==> src/smbios_battery_record_extractor_top_defines.svh <==
// Assertion helpers used by the parser.
`ifndef SMBIOS_BATTERY_RECORD_EXTRACTOR_TOP_DEFINES_SVH
`define SMBIOS_BATTERY_RECORD_EXTRACTOR_TOP_DEFINES_SVH

// Consequent checked in the same cycle.
`define SBRE_ASSERT_SAME(lbl, clk, rst, ante, cons, msg) \
   lbl: assert property (@(posedge clk) disable iff (rst) (ante) |-> (cons)) else $error(msg);

// Consequent checked in the cycle after the antecedent.
`define SBRE_ASSERT_NEXT(lbl, clk, rst, ante, cons, msg) \
   lbl: assert property (@(posedge clk) disable iff (rst) (ante) |=> (cons)) else $error(msg);

`endif

==> src/sbre_pkg.sv <==
package sbre_pkg;

   localparam int STRING_CAPACITY_DEF = 32;
   localparam int TABLE_LEN_W = 32;

   localparam logic KIND_CHAR    = 1'b0;
   localparam logic KIND_SUMMARY = 1'b1;

   typedef struct packed {
      logic [7:0] table_byte;
      logic       table_start;
   } req_item_type;

   typedef struct packed {
      logic        result_kind;
      logic [7:0]  string_char;
      logic [2:0]  string_mask;
      logic        battery_found;
      logic [23:0] design_energy;
      logic [15:0] voltage_mv;
      logic [2:0]  chemistry_code;
   } rsp_item_type;

   // Chemistry 3..8 maps to 1..6, anything else is unknown.
   function automatic logic [2:0] renumber_chemistry(input logic [7:0] v);
      logic [7:0] d;
      d = v - 8'd2;
      if (v inside {[8'd3:8'd8]}) begin
         return d[2:0];
      end
      return 3'd0;
   endfunction

endpackage

==> src/sbre_req_if.sv <==
interface sbre_req_if;
   logic       valid;
   logic       ready;
   logic [7:0] table_byte;
   logic       table_start;

   modport source (output valid, output table_byte, output table_start, input ready);
   modport sink   (input valid, input table_byte, input table_start, output ready);
endinterface

==> src/sbre_rsp_if.sv <==
interface sbre_rsp_if;
   logic        valid;
   logic        ready;
   logic        result_kind;
   logic [7:0]  string_char;
   logic [2:0]  string_mask;
   logic        battery_found;
   logic [23:0] design_energy;
   logic [15:0] voltage_mv;
   logic [2:0]  chemistry_code;

   modport source (output valid, output result_kind, output string_char, output string_mask,
                   output battery_found, output design_energy, output voltage_mv,
                   output chemistry_code, input ready);
   modport sink   (input valid, input result_kind, input string_char, input string_mask,
                   input battery_found, input design_energy, input voltage_mv,
                   input chemistry_code, output ready);
endinterface

==> src/sbre_in_stage.sv <==
module sbre_in_stage (
   input  logic                  clock,
   input  logic                  reset,
   sbre_req_if.sink              req_ch,
   input  logic                  pop,
   output logic                  item_valid,
   output sbre_pkg::req_item_type item
);

   logic                   valid_ff;
   logic                   valid_in;
   sbre_pkg::req_item_type item_ff;
   logic                   take;

   assign req_ch.ready = !valid_ff || pop;
   assign take         = req_ch.valid && req_ch.ready;

   always_comb begin
      valid_in = valid_ff;
      if (take) begin
         valid_in = 1'b1;
      end else if (pop) begin
         valid_in = 1'b0;
      end
   end

   always_ff @(posedge clock) begin
      if (reset) begin
         valid_ff <= 1'b0;
      end else begin
         valid_ff <= valid_in;
      end
   end

   always_ff @(posedge clock) begin
      if (take) begin
         item_ff.table_byte  <= req_ch.table_byte;
         item_ff.table_start <= req_ch.table_start;
      end
   end

   assign item_valid = valid_ff;
   assign item       = item_ff;

endmodule

==> src/sbre_parser.sv <==
`include "smbios_battery_record_extractor_top_defines.svh"

module sbre_parser #(
   parameter int STRING_CAPACITY = sbre_pkg::STRING_CAPACITY_DEF
) (
   input  logic                                clock,
   input  logic                                reset,
   input  logic                                step,
   input  sbre_pkg::req_item_type              item,
   input  logic [sbre_pkg::TABLE_LEN_W-1:0]    tbl_size,
   output logic                                res_valid,
   output sbre_pkg::rsp_item_type              res
);

   localparam int CW = $clog2(STRING_CAPACITY);
   localparam logic [CW-1:0] CHARS_MAX = CW'(STRING_CAPACITY - 1);
   localparam int LW = sbre_pkg::TABLE_LEN_W;

   localparam logic [2:0] PH_TYPE    = 3'd0;
   localparam logic [2:0] PH_LENGTH  = 3'd1;
   localparam logic [2:0] PH_FIXED   = 3'd2;
   localparam logic [2:0] PH_STRINGS = 3'd3;
   localparam logic [2:0] PH_DONE    = 3'd4;

   localparam logic [7:0] BATTERY_TYPE    = 8'd22;
   localparam logic [7:0] MIN_REC_LEN     = 8'd4;
   localparam logic [7:0] SUMMARY_MIN_LEN = 8'd14;
   localparam logic [7:0] MULT_MIN_LEN    = 8'd21;

   localparam logic [LW-1:0] REL_LOCATION = LW'(4);
   localparam logic [LW-1:0] REL_MAKER    = LW'(5);
   localparam logic [LW-1:0] REL_NAME     = LW'(8);
   localparam logic [LW-1:0] REL_CHEM     = LW'(9);
   localparam logic [LW-1:0] REL_CAP_LO   = LW'(10);
   localparam logic [LW-1:0] REL_CAP_HI   = LW'(11);
   localparam logic [LW-1:0] REL_VOLT_LO  = LW'(12);
   localparam logic [LW-1:0] REL_VOLT_HI  = LW'(13);
   localparam logic [LW-1:0] REL_MULT     = LW'(21);

   logic [LW-1:0] off_ff, off_in, cur_off;
   logic [LW-1:0] rs_ff, rs_in, cur_rs;
   logic [7:0]    len_ff, len_in, cur_len;
   logic [2:0]    phase_ff, phase_in, cur_phase;
   logic          bat_ff, bat_in, cur_bat;
   logic          pnul_ff, pnul_in, cur_pnul;
   logic [7:0]    snum_ff, snum_in, cur_snum;
   logic [CW-1:0] chars_ff, chars_in, cur_chars;
   logic [7:0]    want_ff [3];
   logic [7:0]    want_in [3];
   logic [7:0]    cur_want [3];
   logic [15:0]   cap_ff, cap_in, cur_cap;
   logic [15:0]   volt_ff, volt_in, cur_volt;
   logic [7:0]    chem_ff, chem_in, cur_chem;
   logic [7:0]    mult_ff, mult_in, cur_mult;
   logic          done_ff, done_in, cur_done;

   logic [LW-1:0] rel;
   logic          past_end, last, type_short, next_short, fixed_end;
   logic [2:0]    hit;
   logic          fin, emit;
   logic [7:0]    mult_sel;
   logic [23:0]   energy;
   logic          has_summary;
   logic [7:0]    b;

   assign b = item.table_byte;

   always_comb begin
      cur_off   = item.table_start ? '0 : off_ff;
      cur_rs    = item.table_start ? '0 : rs_ff;
      cur_len   = item.table_start ? '0 : len_ff;
      cur_phase = item.table_start ? PH_TYPE : phase_ff;
      cur_bat   = item.table_start ? 1'b0 : bat_ff;
      cur_pnul  = item.table_start ? 1'b0 : pnul_ff;
      cur_snum  = item.table_start ? 8'd1 : snum_ff;
      cur_chars = item.table_start ? '0 : chars_ff;
      cur_cap   = item.table_start ? '0 : cap_ff;
      cur_volt  = item.table_start ? '0 : volt_ff;
      cur_chem  = item.table_start ? '0 : chem_ff;
      cur_mult  = item.table_start ? '0 : mult_ff;
      cur_done  = item.table_start ? 1'b0 : done_ff;
      for (int j = 0; j < 3; j++) begin
         cur_want[j] = item.table_start ? 8'd0 : want_ff[j];
      end
   end

   assign rel        = cur_off - cur_rs;
   assign past_end   = cur_off >= tbl_size;
   assign last       = ({1'b0, cur_off} + (LW+1)'(1)) >= {1'b0, tbl_size};
   assign type_short = ({1'b0, cur_rs} + (LW+1)'(4)) > {1'b0, tbl_size};
   assign next_short = ({1'b0, cur_off} + (LW+1)'(5)) > {1'b0, tbl_size};
   assign fixed_end  = ({1'b0, rel} + (LW+1)'(1)) >= (LW+1)'(cur_len);

   always_comb begin
      for (int j = 0; j < 3; j++) begin
         hit[j] = (cur_want[j] != 8'd0) && (cur_want[j] == cur_snum);
      end
   end

   always_comb begin
      off_in   = cur_off;
      rs_in    = cur_rs;
      len_in   = cur_len;
      phase_in = cur_phase;
      bat_in   = cur_bat;
      pnul_in  = cur_pnul;
      snum_in  = cur_snum;
      chars_in = cur_chars;
      cap_in   = cur_cap;
      volt_in  = cur_volt;
      chem_in  = cur_chem;
      mult_in  = cur_mult;
      done_in  = cur_done;
      for (int j = 0; j < 3; j++) begin
         want_in[j] = cur_want[j];
      end
      fin  = 1'b0;
      emit = 1'b0;

      if (!cur_done) begin
         if (past_end) begin
            fin = 1'b1;
         end else begin
            case (cur_phase)
               PH_TYPE: begin
                  if (type_short) begin
                     fin = 1'b1;
                  end else begin
                     bat_in   = (b == BATTERY_TYPE);
                     phase_in = PH_LENGTH;
                  end
               end
               PH_LENGTH: begin
                  len_in = b;
                  if (b < MIN_REC_LEN) begin
                     fin = 1'b1;
                  end else begin
                     phase_in = PH_FIXED;
                  end
               end
               PH_FIXED: begin
                  if (cur_bat) begin
                     case (rel)
                        REL_LOCATION: want_in[0] = b;
                        REL_MAKER:    want_in[1] = b;
                        REL_NAME:     want_in[2] = b;
                        REL_CHEM:     chem_in = b;
                        REL_CAP_LO:   cap_in = {cur_cap[15:8], b};
                        REL_CAP_HI:   cap_in = {b, cur_cap[7:0]};
                        REL_VOLT_LO:  volt_in = {cur_volt[15:8], b};
                        REL_VOLT_HI:  volt_in = {b, cur_volt[7:0]};
                        REL_MULT:     mult_in = b;
                        default: ;
                     endcase
                  end
                  if (fixed_end) begin
                     phase_in = PH_STRINGS;
                     snum_in  = 8'd1;
                     chars_in = '0;
                     pnul_in  = cur_bat;
                  end
               end
               PH_STRINGS: begin
                  if (b == 8'd0) begin
                     if (cur_pnul) begin
                        if (cur_bat || next_short) begin
                           fin = 1'b1;
                        end else begin
                           rs_in    = cur_off + LW'(1);
                           phase_in = PH_TYPE;
                           bat_in   = 1'b0;
                        end
                     end else begin
                        pnul_in  = 1'b1;
                        chars_in = '0;
                        if (cur_snum != 8'd0) begin
                           snum_in = cur_snum + 8'd1;
                        end
                     end
                  end else begin
                     pnul_in = 1'b0;
                     if (cur_bat && (cur_chars < CHARS_MAX)) begin
                        chars_in = cur_chars + CW'(1);
                        emit     = (hit != 3'd0);
                     end
                  end
               end
               default: begin
                  fin = 1'b1;
               end
            endcase
            if (!fin) begin
               off_in = cur_off + LW'(1);
               if (last) begin
                  fin = 1'b1;
               end
            end
         end
      end

      if (fin) begin
         done_in  = 1'b1;
         phase_in = PH_DONE;
      end
   end

   // Summary built from the post-update record fields.
   always_comb begin
      has_summary = bat_in && (len_in >= SUMMARY_MIN_LEN);
      mult_sel    = ((len_in > MULT_MIN_LEN) && (mult_in > 8'd1)) ? mult_in : 8'd1;
      energy      = {8'd0, cap_in} * {16'd0, mult_sel};

      res = '0;
      if (fin) begin
         res.result_kind   = sbre_pkg::KIND_SUMMARY;
         res.battery_found = bat_in;
         if (has_summary) begin
            res.design_energy  = energy;
            res.voltage_mv     = volt_in;
            res.chemistry_code = sbre_pkg::renumber_chemistry(chem_in);
         end
      end else begin
         res.result_kind = sbre_pkg::KIND_CHAR;
         res.string_char = b;
         res.string_mask = hit;
      end
      res_valid = fin || emit;
   end

   always_ff @(posedge clock) begin
      if (reset) begin
         off_ff   <= '0;
         rs_ff    <= '0;
         len_ff   <= '0;
         phase_ff <= PH_TYPE;
         bat_ff   <= 1'b0;
         pnul_ff  <= 1'b0;
         snum_ff  <= 8'd1;
         chars_ff <= '0;
         cap_ff   <= '0;
         volt_ff  <= '0;
         chem_ff  <= '0;
         mult_ff  <= '0;
         done_ff  <= 1'b0;
         for (int j = 0; j < 3; j++) begin
            want_ff[j] <= '0;
         end
      end else if (step) begin
         off_ff   <= off_in;
         rs_ff    <= rs_in;
         len_ff   <= len_in;
         phase_ff <= phase_in;
         bat_ff   <= bat_in;
         pnul_ff  <= pnul_in;
         snum_ff  <= snum_in;
         chars_ff <= chars_in;
         cap_ff   <= cap_in;
         volt_ff  <= volt_in;
         chem_ff  <= chem_in;
         mult_ff  <= mult_in;
         done_ff  <= done_in;
         for (int j = 0; j < 3; j++) begin
            want_ff[j] <= want_in[j];
         end
      end
   end

   `SBRE_ASSERT_SAME(a_done_silent, clock, reset, step && done_ff && !item.table_start, !res_valid, "byte after parse end produced a result")
   `SBRE_ASSERT_NEXT(a_summary_ends, clock, reset, step && res_valid && (res.result_kind == sbre_pkg::KIND_SUMMARY), done_ff && (phase_ff == PH_DONE), "summary without parse end")
   `SBRE_ASSERT_SAME(a_char_masked, clock, reset, step && res_valid && (res.result_kind == sbre_pkg::KIND_CHAR), (res.string_mask != 3'd0) && bat_in && (cur_phase == PH_STRINGS), "character outside a selected battery string")
   `SBRE_ASSERT_SAME(a_done_phase, clock, reset, done_ff, phase_ff == PH_DONE, "done flag and phase disagree")

endmodule

==> src/sbre_out_stage.sv <==
module sbre_out_stage (
   input  logic                   clock,
   input  logic                   reset,
   input  logic                   push,
   input  sbre_pkg::rsp_item_type item,
   output logic                   can_take,
   sbre_rsp_if.source             rsp_ch
);

   logic                   valid_ff;
   logic                   valid_in;
   sbre_pkg::rsp_item_type item_ff;

   assign can_take = !valid_ff || rsp_ch.ready;
   assign valid_in = can_take ? push : valid_ff;

   always_ff @(posedge clock) begin
      if (reset) begin
         valid_ff <= 1'b0;
      end else begin
         valid_ff <= valid_in;
      end
   end

   always_ff @(posedge clock) begin
      if (can_take && push) begin
         item_ff <= item;
      end
   end

   assign rsp_ch.valid          = valid_ff;
   assign rsp_ch.result_kind    = item_ff.result_kind;
   assign rsp_ch.string_char    = item_ff.string_char;
   assign rsp_ch.string_mask    = item_ff.string_mask;
   assign rsp_ch.battery_found  = item_ff.battery_found;
   assign rsp_ch.design_energy  = item_ff.design_energy;
   assign rsp_ch.voltage_mv     = item_ff.voltage_mv;
   assign rsp_ch.chemistry_code = item_ff.chemistry_code;

endmodule

==> src/smbios_battery_record_extractor_top.sv <==
// Battery record extractor for an SMBIOS structure table.
// req_ch takes one table byte per transfer, in address order; table_start
// marks the first byte of a table and restarts the parse. rsp_ch carries
// string characters of the first type-22 record (location, maker, name,
// each up to STRING_CAPACITY-1 characters, tagged by a mask) and one final
// summary per parse. csr_wr_en/csr_wr_data load the table length; write it
// only while no transfer is in flight.
// A byte is held in the input register after its transfer, passes the
// combinational parser into the result register and then transfers on
// rsp_ch. Throughput: one byte per cycle while rsp_ch does not stall; the
// parse state update is a single combinational step between the input and
// result registers. A stalled rsp_ch holds its result and the parser; the
// input register takes one more byte only if it is empty, after which
// req_ch.ready stays low until the result is taken. Bytes that yield no
// result wait as well, so a stall delays the whole byte stream.
// Reset (synchronous, active high) empties both registers, clears the
// parse state and sets the table length to zero.
module smbios_battery_record_extractor_top #(
   parameter int STRING_CAPACITY = sbre_pkg::STRING_CAPACITY_DEF
) (
   input  logic                             clock,
   input  logic                             reset,
   sbre_req_if.sink                         req_ch,
   sbre_rsp_if.source                       rsp_ch,
   input  logic                             csr_wr_en,
   input  logic [sbre_pkg::TABLE_LEN_W-1:0] csr_wr_data
);

   logic [sbre_pkg::TABLE_LEN_W-1:0] tbl_size_ff;
   logic                             item_valid;
   sbre_pkg::req_item_type           item;
   logic                             can_take;
   logic                             step;
   logic                             res_valid;
   sbre_pkg::rsp_item_type           res;

   always_ff @(posedge clock) begin
      if (reset) begin
         tbl_size_ff <= '0;
      end else if (csr_wr_en) begin
         tbl_size_ff <= csr_wr_data;
      end
   end

   assign step = item_valid && can_take;

   sbre_in_stage u_in_stage (
      .clock      (clock),
      .reset      (reset),
      .req_ch     (req_ch),
      .pop        (step),
      .item_valid (item_valid),
      .item       (item)
   );

   sbre_parser #(
      .STRING_CAPACITY (STRING_CAPACITY)
   ) u_parser (
      .clock        (clock),
      .reset        (reset),
      .step         (step),
      .item         (item),
      .tbl_size     (tbl_size_ff),
      .res_valid    (res_valid),
      .res          (res)
   );

   sbre_out_stage u_out_stage (
      .clock    (clock),
      .reset    (reset),
      .push     (step && res_valid),
      .item     (res),
      .can_take (can_take),
      .rsp_ch   (rsp_ch)
   );

endmodule

==> src/flat_wrapper.sv <==
// flat-port wrapper written by rule: the top's interface ports become plain ports
module smbios_battery_record_extractor_top_flat 
#(
   parameter int STRING_CAPACITY = sbre_pkg::STRING_CAPACITY_DEF
)
  (clock, reset, csr_wr_en, csr_wr_data, req_ch_valid, req_ch_table_byte, req_ch_table_start, req_ch_ready, rsp_ch_valid, rsp_ch_result_kind, rsp_ch_string_char, rsp_ch_string_mask, rsp_ch_battery_found, rsp_ch_design_energy, rsp_ch_voltage_mv, rsp_ch_chemistry_code, rsp_ch_ready);
  sbre_req_if req_ch_i ();
  sbre_rsp_if rsp_ch_i ();
  input  logic clock;
  input  logic reset;
  input  logic csr_wr_en;
  input  logic [sbre_pkg::TABLE_LEN_W-1:0] csr_wr_data;
  input wire logic [$bits(req_ch_i.valid)-1:0] req_ch_valid;
  input wire logic [$bits(req_ch_i.table_byte)-1:0] req_ch_table_byte;
  input wire logic [$bits(req_ch_i.table_start)-1:0] req_ch_table_start;
  output wire logic [$bits(req_ch_i.ready)-1:0] req_ch_ready;
  output wire logic [$bits(rsp_ch_i.valid)-1:0] rsp_ch_valid;
  output wire logic [$bits(rsp_ch_i.result_kind)-1:0] rsp_ch_result_kind;
  output wire logic [$bits(rsp_ch_i.string_char)-1:0] rsp_ch_string_char;
  output wire logic [$bits(rsp_ch_i.string_mask)-1:0] rsp_ch_string_mask;
  output wire logic [$bits(rsp_ch_i.battery_found)-1:0] rsp_ch_battery_found;
  output wire logic [$bits(rsp_ch_i.design_energy)-1:0] rsp_ch_design_energy;
  output wire logic [$bits(rsp_ch_i.voltage_mv)-1:0] rsp_ch_voltage_mv;
  output wire logic [$bits(rsp_ch_i.chemistry_code)-1:0] rsp_ch_chemistry_code;
  input wire logic [$bits(rsp_ch_i.ready)-1:0] rsp_ch_ready;
  assign req_ch_i.valid = req_ch_valid;
  assign req_ch_i.table_byte = req_ch_table_byte;
  assign req_ch_i.table_start = req_ch_table_start;
  assign req_ch_ready = req_ch_i.ready;
  assign rsp_ch_valid = rsp_ch_i.valid;
  assign rsp_ch_result_kind = rsp_ch_i.result_kind;
  assign rsp_ch_string_char = rsp_ch_i.string_char;
  assign rsp_ch_string_mask = rsp_ch_i.string_mask;
  assign rsp_ch_battery_found = rsp_ch_i.battery_found;
  assign rsp_ch_design_energy = rsp_ch_i.design_energy;
  assign rsp_ch_voltage_mv = rsp_ch_i.voltage_mv;
  assign rsp_ch_chemistry_code = rsp_ch_i.chemistry_code;
  assign rsp_ch_i.ready = rsp_ch_ready;
  smbios_battery_record_extractor_top #(.STRING_CAPACITY(STRING_CAPACITY)) u_core (.clock(clock), .reset(reset), .req_ch(req_ch_i), .rsp_ch(rsp_ch_i), .csr_wr_en(csr_wr_en), .csr_wr_data(csr_wr_data));
endmodule
==> config.mk <==
export PLATFORM = sky130hd
export DESIGN_NAME = smbios_battery_record_extractor_top_flat
export DESIGN_NICKNAME = d
export VERILOG_FILES = /design/src/sbre_pkg.sv /design/src/sbre_req_if.sv /design/src/sbre_rsp_if.sv /design/src/sbre_in_stage.sv /design/src/sbre_parser.sv /design/src/sbre_out_stage.sv /design/src/smbios_battery_record_extractor_top.sv /design/src/flat_wrapper.sv
export VERILOG_INCLUDE_DIRS = /design/src /design/src/src
export SDC_FILE = /design/constraint.sdc
export NUM_CORES = 1
export LEC_CHECK = 0
export ABC_AREA = 1
export BUFFER_PORTS_ARGS = -buffer_cell sky130_fd_sc_hd__clkbuf_2
export CAP_MARGIN = 0
export CORE_UTILIZATION = 30
export CTS_BUF_LIST = sky130_fd_sc_hd__clkbuf_8
export CTS_CLUSTER_DIAMETER = 30
export DETAILED_ROUTE_END_ITERATION = 12
export SKIP_CTS_REPAIR_TIMING = 1
export SYNTH_ARGS = -nofsm -noshare
export SYNTH_HDL_FRONTEND = slang
export SYNTH_HIERARCHICAL = 1
export SYNTH_SLANG_ARGS = --single-unit
==> constraint.sdc <==
create_clock -name clock -period 10.1 [get_ports clock]
set_input_delay 1.01 -clock clock [delete_from_list [all_inputs] [get_ports clock]]
set_output_delay 1.01 -clock clock [all_outputs]
set_load 0.005 [all_outputs]
==> impl.org <==
** Setup path
- Peak per-stage delay on the critical path :: 0.52 ns
- Endpoint of the worst setup timing path :: u_core/u_out_stage/rsp_ch.design_energy[22]$_DFFE_PP_
- Timing startpoint of the critical path :: u_core/u_in_stage/item[0]$_DFFE_PP_
- Most frequent cell on the critical path :: sky130_fd_sc_hd__nand2_1
- The worst register-to-register path has a depth of 48.
- The worst setup path is launched from a flip-flop.
- Number of buffers and inverters on the critical path :: 8
- For this design, the slowest cell found on the critical path is sky130_fd_sc_hd__fa_1.
- Critical path data required time :: 10.52 ns
- The worst setup path is of the reg -> reg kind.
- Worst setup slack for register-to-register paths :: 0.70 ns
- In this run the worst path has a maximum fanout of 66.
- The startpoint identified for the worst register-to-register timing path is u_core/u_in_stage/item[0]$_DFFE_PP_.
- Worst flop-to-flop path endpoint :: u_core/u_out_stage/rsp_ch.design_energy[22]$_DFFE_PP_
- Worst path arrival time :: 9.81 ns
- Among cell families on the critical path, the largest total delay comes from simple AND/OR/NAND/NOR gates.
- In this run the number of cells on the critical path is 48.
- Category of the worst setup path capture point :: flip-flop

** STA
- Headroom to the max-slew limit came out at 22.8%.
- Worst clock skew :: 0.0383 ns
- Fmax achieved :: 0.106 GHz
- Pins Over Slew Limit :: 0
- After layout, the worst setup slack is 0.705 ns.
- In the final timing run, aggregate negative setup slack is 0 ns.
- Final critical-path share of the clock period :: 93.0%
- Fin. Hold Viols :: 0
- For the pin with the worst max-slew slack, the measured transition is 1.15 ns.
- Min Clock Period, post-route :: 9.40 ns
- Setup violations remaining at the end of the flow were counted as 0.

** Synth
- Mapped Cells :: 4250
- Yosys warning count :: 6
- Async set-reset flop share out of synthesis :: 0%
- The mapped netlist covers 27500 µm².
- Synth Flop Type :: sky130_fd_sc_hd__dfxtp_1
- Synthesis inferred 262 register bits.
- The number of nets in the synthesized netlist is 4558.
- Averaged over all synthesized cells, the footprint is 6.46 µm².
- After synthesis, the netlist uses 71 different library cells.
- The share of the Yosys chip area taken by registers is 22.3%.
- The synthesized design contains 89 enable-type register cells.

** Final layout
- Fin util :: 34.3%
- In the final layout, the share of cells above drive strength 1 is 10.3%.
- Excluding fillers, the count of instances in the completed layout stands at 5600.
- Finished layout cell area :: 31000 µm²
- Relative to the synthesized area, the layout overhead comes to 12.8%.
- In the final design database the tool counted 4669 nets.

** Routing
- ANT nets after route :: 0
- Number of remaining DRC errors :: 0
- Summed over all nets, wire length on met3 after detailed routing comes to 8580 µm.
- Dividing the detail-routed wire length by the instance count gives 18.4 µm.
- Number of vias after detailed routing :: 29200
- In the final routing, the length of wire on met1 measures 45700 µm.
- The first TritonRoute pass finished after 6 iterations.
- Top layer in use :: met5
- DRC marker count from the first detailed-route iteration :: 3001
- Detailed routing placed a total of 45700 µm of wire on met2.
- Dividing the detail-routed via count by the number of cells gives 5.21.
- Wire length reported by the detailed router :: 103000 µm

** Clock tree
- For the worst-skew pair, the clock arrives at the later sink with an insertion delay of 0.69 ns.
- Clock tree synthesis found a total of 262 sinks.
- The clock passes through at most 3 buffers.
- After clock tree synthesis, the clock-pin slew on the worst setup and hold paths is 0.06 ns.
- CTS root buffer :: sky130_fd_sc_hd__clkbuf_8
- TritonCTS built the clock tree.
- CTS built an H-tree with a depth of 3.
- TritonCTS created 79 clock buffers.

** GRT
- The first global-routing pass estimated 159000 µm of wire.
- Global routing finished with a remaining overflow of 0.
- Across every metal layer, demand over resource in global routing totals 21.8%.
- Via count of the first global-routing pass :: 27200
- Entering global routing, the biggest net connects 73 pins.
- The initial antenna violation count came to 4.

** Placement
- The number of placed instances, taps included, is 5454.
- Worst setup timing slack at the placement stage :: 0.489 ns
- Placed instance area :: 29200 µm²
- Half-perimeter wire length of the detailed placement result :: 80800 µm
- # port buffers :: 103
- Routability-driven placement finished with a final weighted congestion of 0.994.

** Floorplan
- Starting density of the core :: 30.4%
- Placeable Area :: 90300 µm²
- During I/O placement, the number of pins put on the boundary was 104.
- The die covers 92800 µm².
- Die width :: 305 µm
- Chip height :: 305 µm
- Rows :: 110

** Job
- Max-capacitance violation count :: 0

** Power and ir drop
- Leakage power :: 0.0144 µW
- Dividing total power by cell area gives a power density of 104 nW/µm².
- VDD sags by at most 0.143 mV.

** Hold path
- The path class of the tightest hold or removal check is reg -> reg.

** Outcome
- Result of the run :: completed
## registers in the layout (all words and copies together), names as in the netlist, 8 cells and up
| register | flops |
|---|---|
| u_core/u_parser/chem_ff | 8 |
| u_core/u_out_stage/rsp_ch.voltage_mv | 16 |
| u_core/u_parser/off_ff | 32 |
| u_core/u_in_stage/item | 9 |
| u_core/u_out_stage/rsp_ch.string_char | 8 |
| u_core/u_parser/snum_ff | 8 |
| u_core/u_parser/cap_ff | 16 |
| u_core/u_parser/want_ff | 24 |
| u_core/u_parser/len_ff | 8 |
| u_core/u_parser/volt_ff | 16 |
| u_core/u_parser/mult_ff | 8 |
| u_core/u_parser/rs_ff | 32 |
| u_core/tbl_size_ff | 32 |
| u_core/u_out_stage/rsp_ch.design_energy | 24 |
## logic make-up (layout without fill, tap and decap cells)
kind of cell	count (synthesis)	in the layout	share of synthesized area, %
xor gates and xnor gates	105	105	3.38
other	0	2	0
and+or+nand+nor	2113	2113	33.6
buffers and inverters	800	972	11.7
AOI/OAI and AO/OA	708	708	14.8
DFF	262	262	22.3
adders and majority gates	262	262	14.3
## tightest hold or removal path, cell delays in order, from the launching register on
cell and delay, ns:
sky130_fd_sc_hd__dfxtp_1 0.30, sky130_fd_sc_hd__nand2_1 0.06, sky130_fd_sc_hd__nand2_1 0.05
## report_power, final
| group | internal (µW) | total [µW] | switching (µW) |
|---|---|---|---|
| Clock | 1030 | 1650 | 620 |
| Sequential | 1110 | 1140 | 23.3 |
| Combinational | 116 | 422 | 306 |
## cell type report
| class | count | area (µm²) |
|---|---|---|
| tap | 1176 | 1470 |
| fill | 9997 | 59300 |
| antenna | 2 | 5.00 |
| clock inverter | 50 | 445 |
| inverter | 682 | 2580 |
| multi-input combinational | 3188 | 18200 |
| timing repair buffer | 148 | 878 |
| clock buffer | 92 | 1270 |
| sequential | 262 | 6140 |
## synthesized netlist by cell type (all sizes together), types with 8 or more instances
cell type | number | area [µm²]
nand2 | 1025 | 3960
inv | 679 | 2560
nor2 | 619 | 2430
o21ai | 317 | 1600
nand3 | 276 | 1520
a21oi | 200 | 1030
ha | 177 | 2210
dfxtp | 173 | 3460
xor2 | 90 | 788
edfxtp | 89 | 2670
nand4 | 86 | 544
fa | 85 | 1700
nor3 | 72 | 438
clkbuf | 62 | 233
buf | 56 | 408
o22ai | 56 | 350
o211ai | 34 | 255
o221ai | 23 | 201
nor4 | 15 | 134
xnor2 | 15 | 139
nand3b | 11 | 124
o21a | 11 | 82.6
a221oi | 9 | 78.8
a31oi | 9 | 56.3
o2111ai | 9 | 78.8
a211oi | 8 | 60.1
## through the flow
stage | total power (µW) | hold WS [ns]
6_report | 3210 | 0.449
5_1_grt | 3350 | 0.486
4_1_cts | 3240 | 0.454
3_5_place_dp | 1570 | 0.445
3_3_place_gp | 1570 | 0.437
2_1_floorplan | 1440 | 0.426
## cells in the final DEF, fill, tap and decap left out, drive strengths merged, types with 3 or more instances in the layout
cell type / netlist / layout
o22ai: 56 / 56
dfxtp: 173 / 173
clkinv: 3 / 21
nand4: 86 / 86
xor2: 90 / 90
nor2: 619 / 619
edfxtp: 89 / 89
o21ai: 317 / 317
o21bai: 5 / 5
a31oi: 9 / 9
o2111ai: 9 / 9
nor4: 15 / 15
nand2: 1025 / 1025
a221oi: 9 / 9
o21a: 11 / 11
clkinvlp: 0 / 4
nor3: 72 / 72
and2: 5 / 5
nand3b: 11 / 11
nand3: 276 / 276
inv: 679 / 699
o221ai: 23 / 23
xnor2: 15 / 15
a21oi: 200 / 200
ha: 177 / 177
fa: 85 / 85
o2bb2ai: 3 / 3
o211ai: 34 / 34
a21boi: 3 / 3
bufinv: 0 / 8
a21o: 4 / 4
o31ai: 5 / 5
a211oi: 8 / 8
buf: 56 / 45
clkbuf: 62 / 195
## worst min path at each step
stage	slack (ns)	cells after the start	startpoint	end
floorplan	0.43	2	u_core/u_parser/chars_ff[2]$_SDFFE_PP0P_	u_core/u_parser/chars_ff[2]$_SDFFE_PP0P_
global placement	0.44	2	u_core/u_parser/chars_ff[4]$_SDFFE_PP0P_	u_core/u_parser/chars_ff[4]$_SDFFE_PP0P_
detailed placement	0.45	2	u_core/u_parser/off_ff[1]$_SDFFE_PP0P_	u_core/u_parser/off_ff[1]$_SDFFE_PP0P_
CTS	0.45	2	u_core/u_parser/off_ff[1]$_SDFFE_PP0P_	u_core/u_parser/off_ff[1]$_SDFFE_PP0P_
global route	0.49	2	u_core/u_parser/off_ff[30]$_SDFFE_PP0P_	u_core/u_parser/off_ff[30]$_SDFFE_PP0P_
finish	0.45	2	u_core/u_parser/chars_ff[2]$_SDFFE_PP0P_	u_core/u_parser/chars_ff[2]$_SDFFE_PP0P_
## per-layer routing
| layer | vias up | GRT usage, % |
|---|---|---|
| met5 | - | 0 |
| met4 | 2 | 7.01 |
| met3 | 195 | 3.43 |
| met2 | 1229 | 34.5 |
| met1 | 13600 | 30.1 |
| li1 | 14100 | - |
Note: power is estimated with default switching activity, not from simulation.
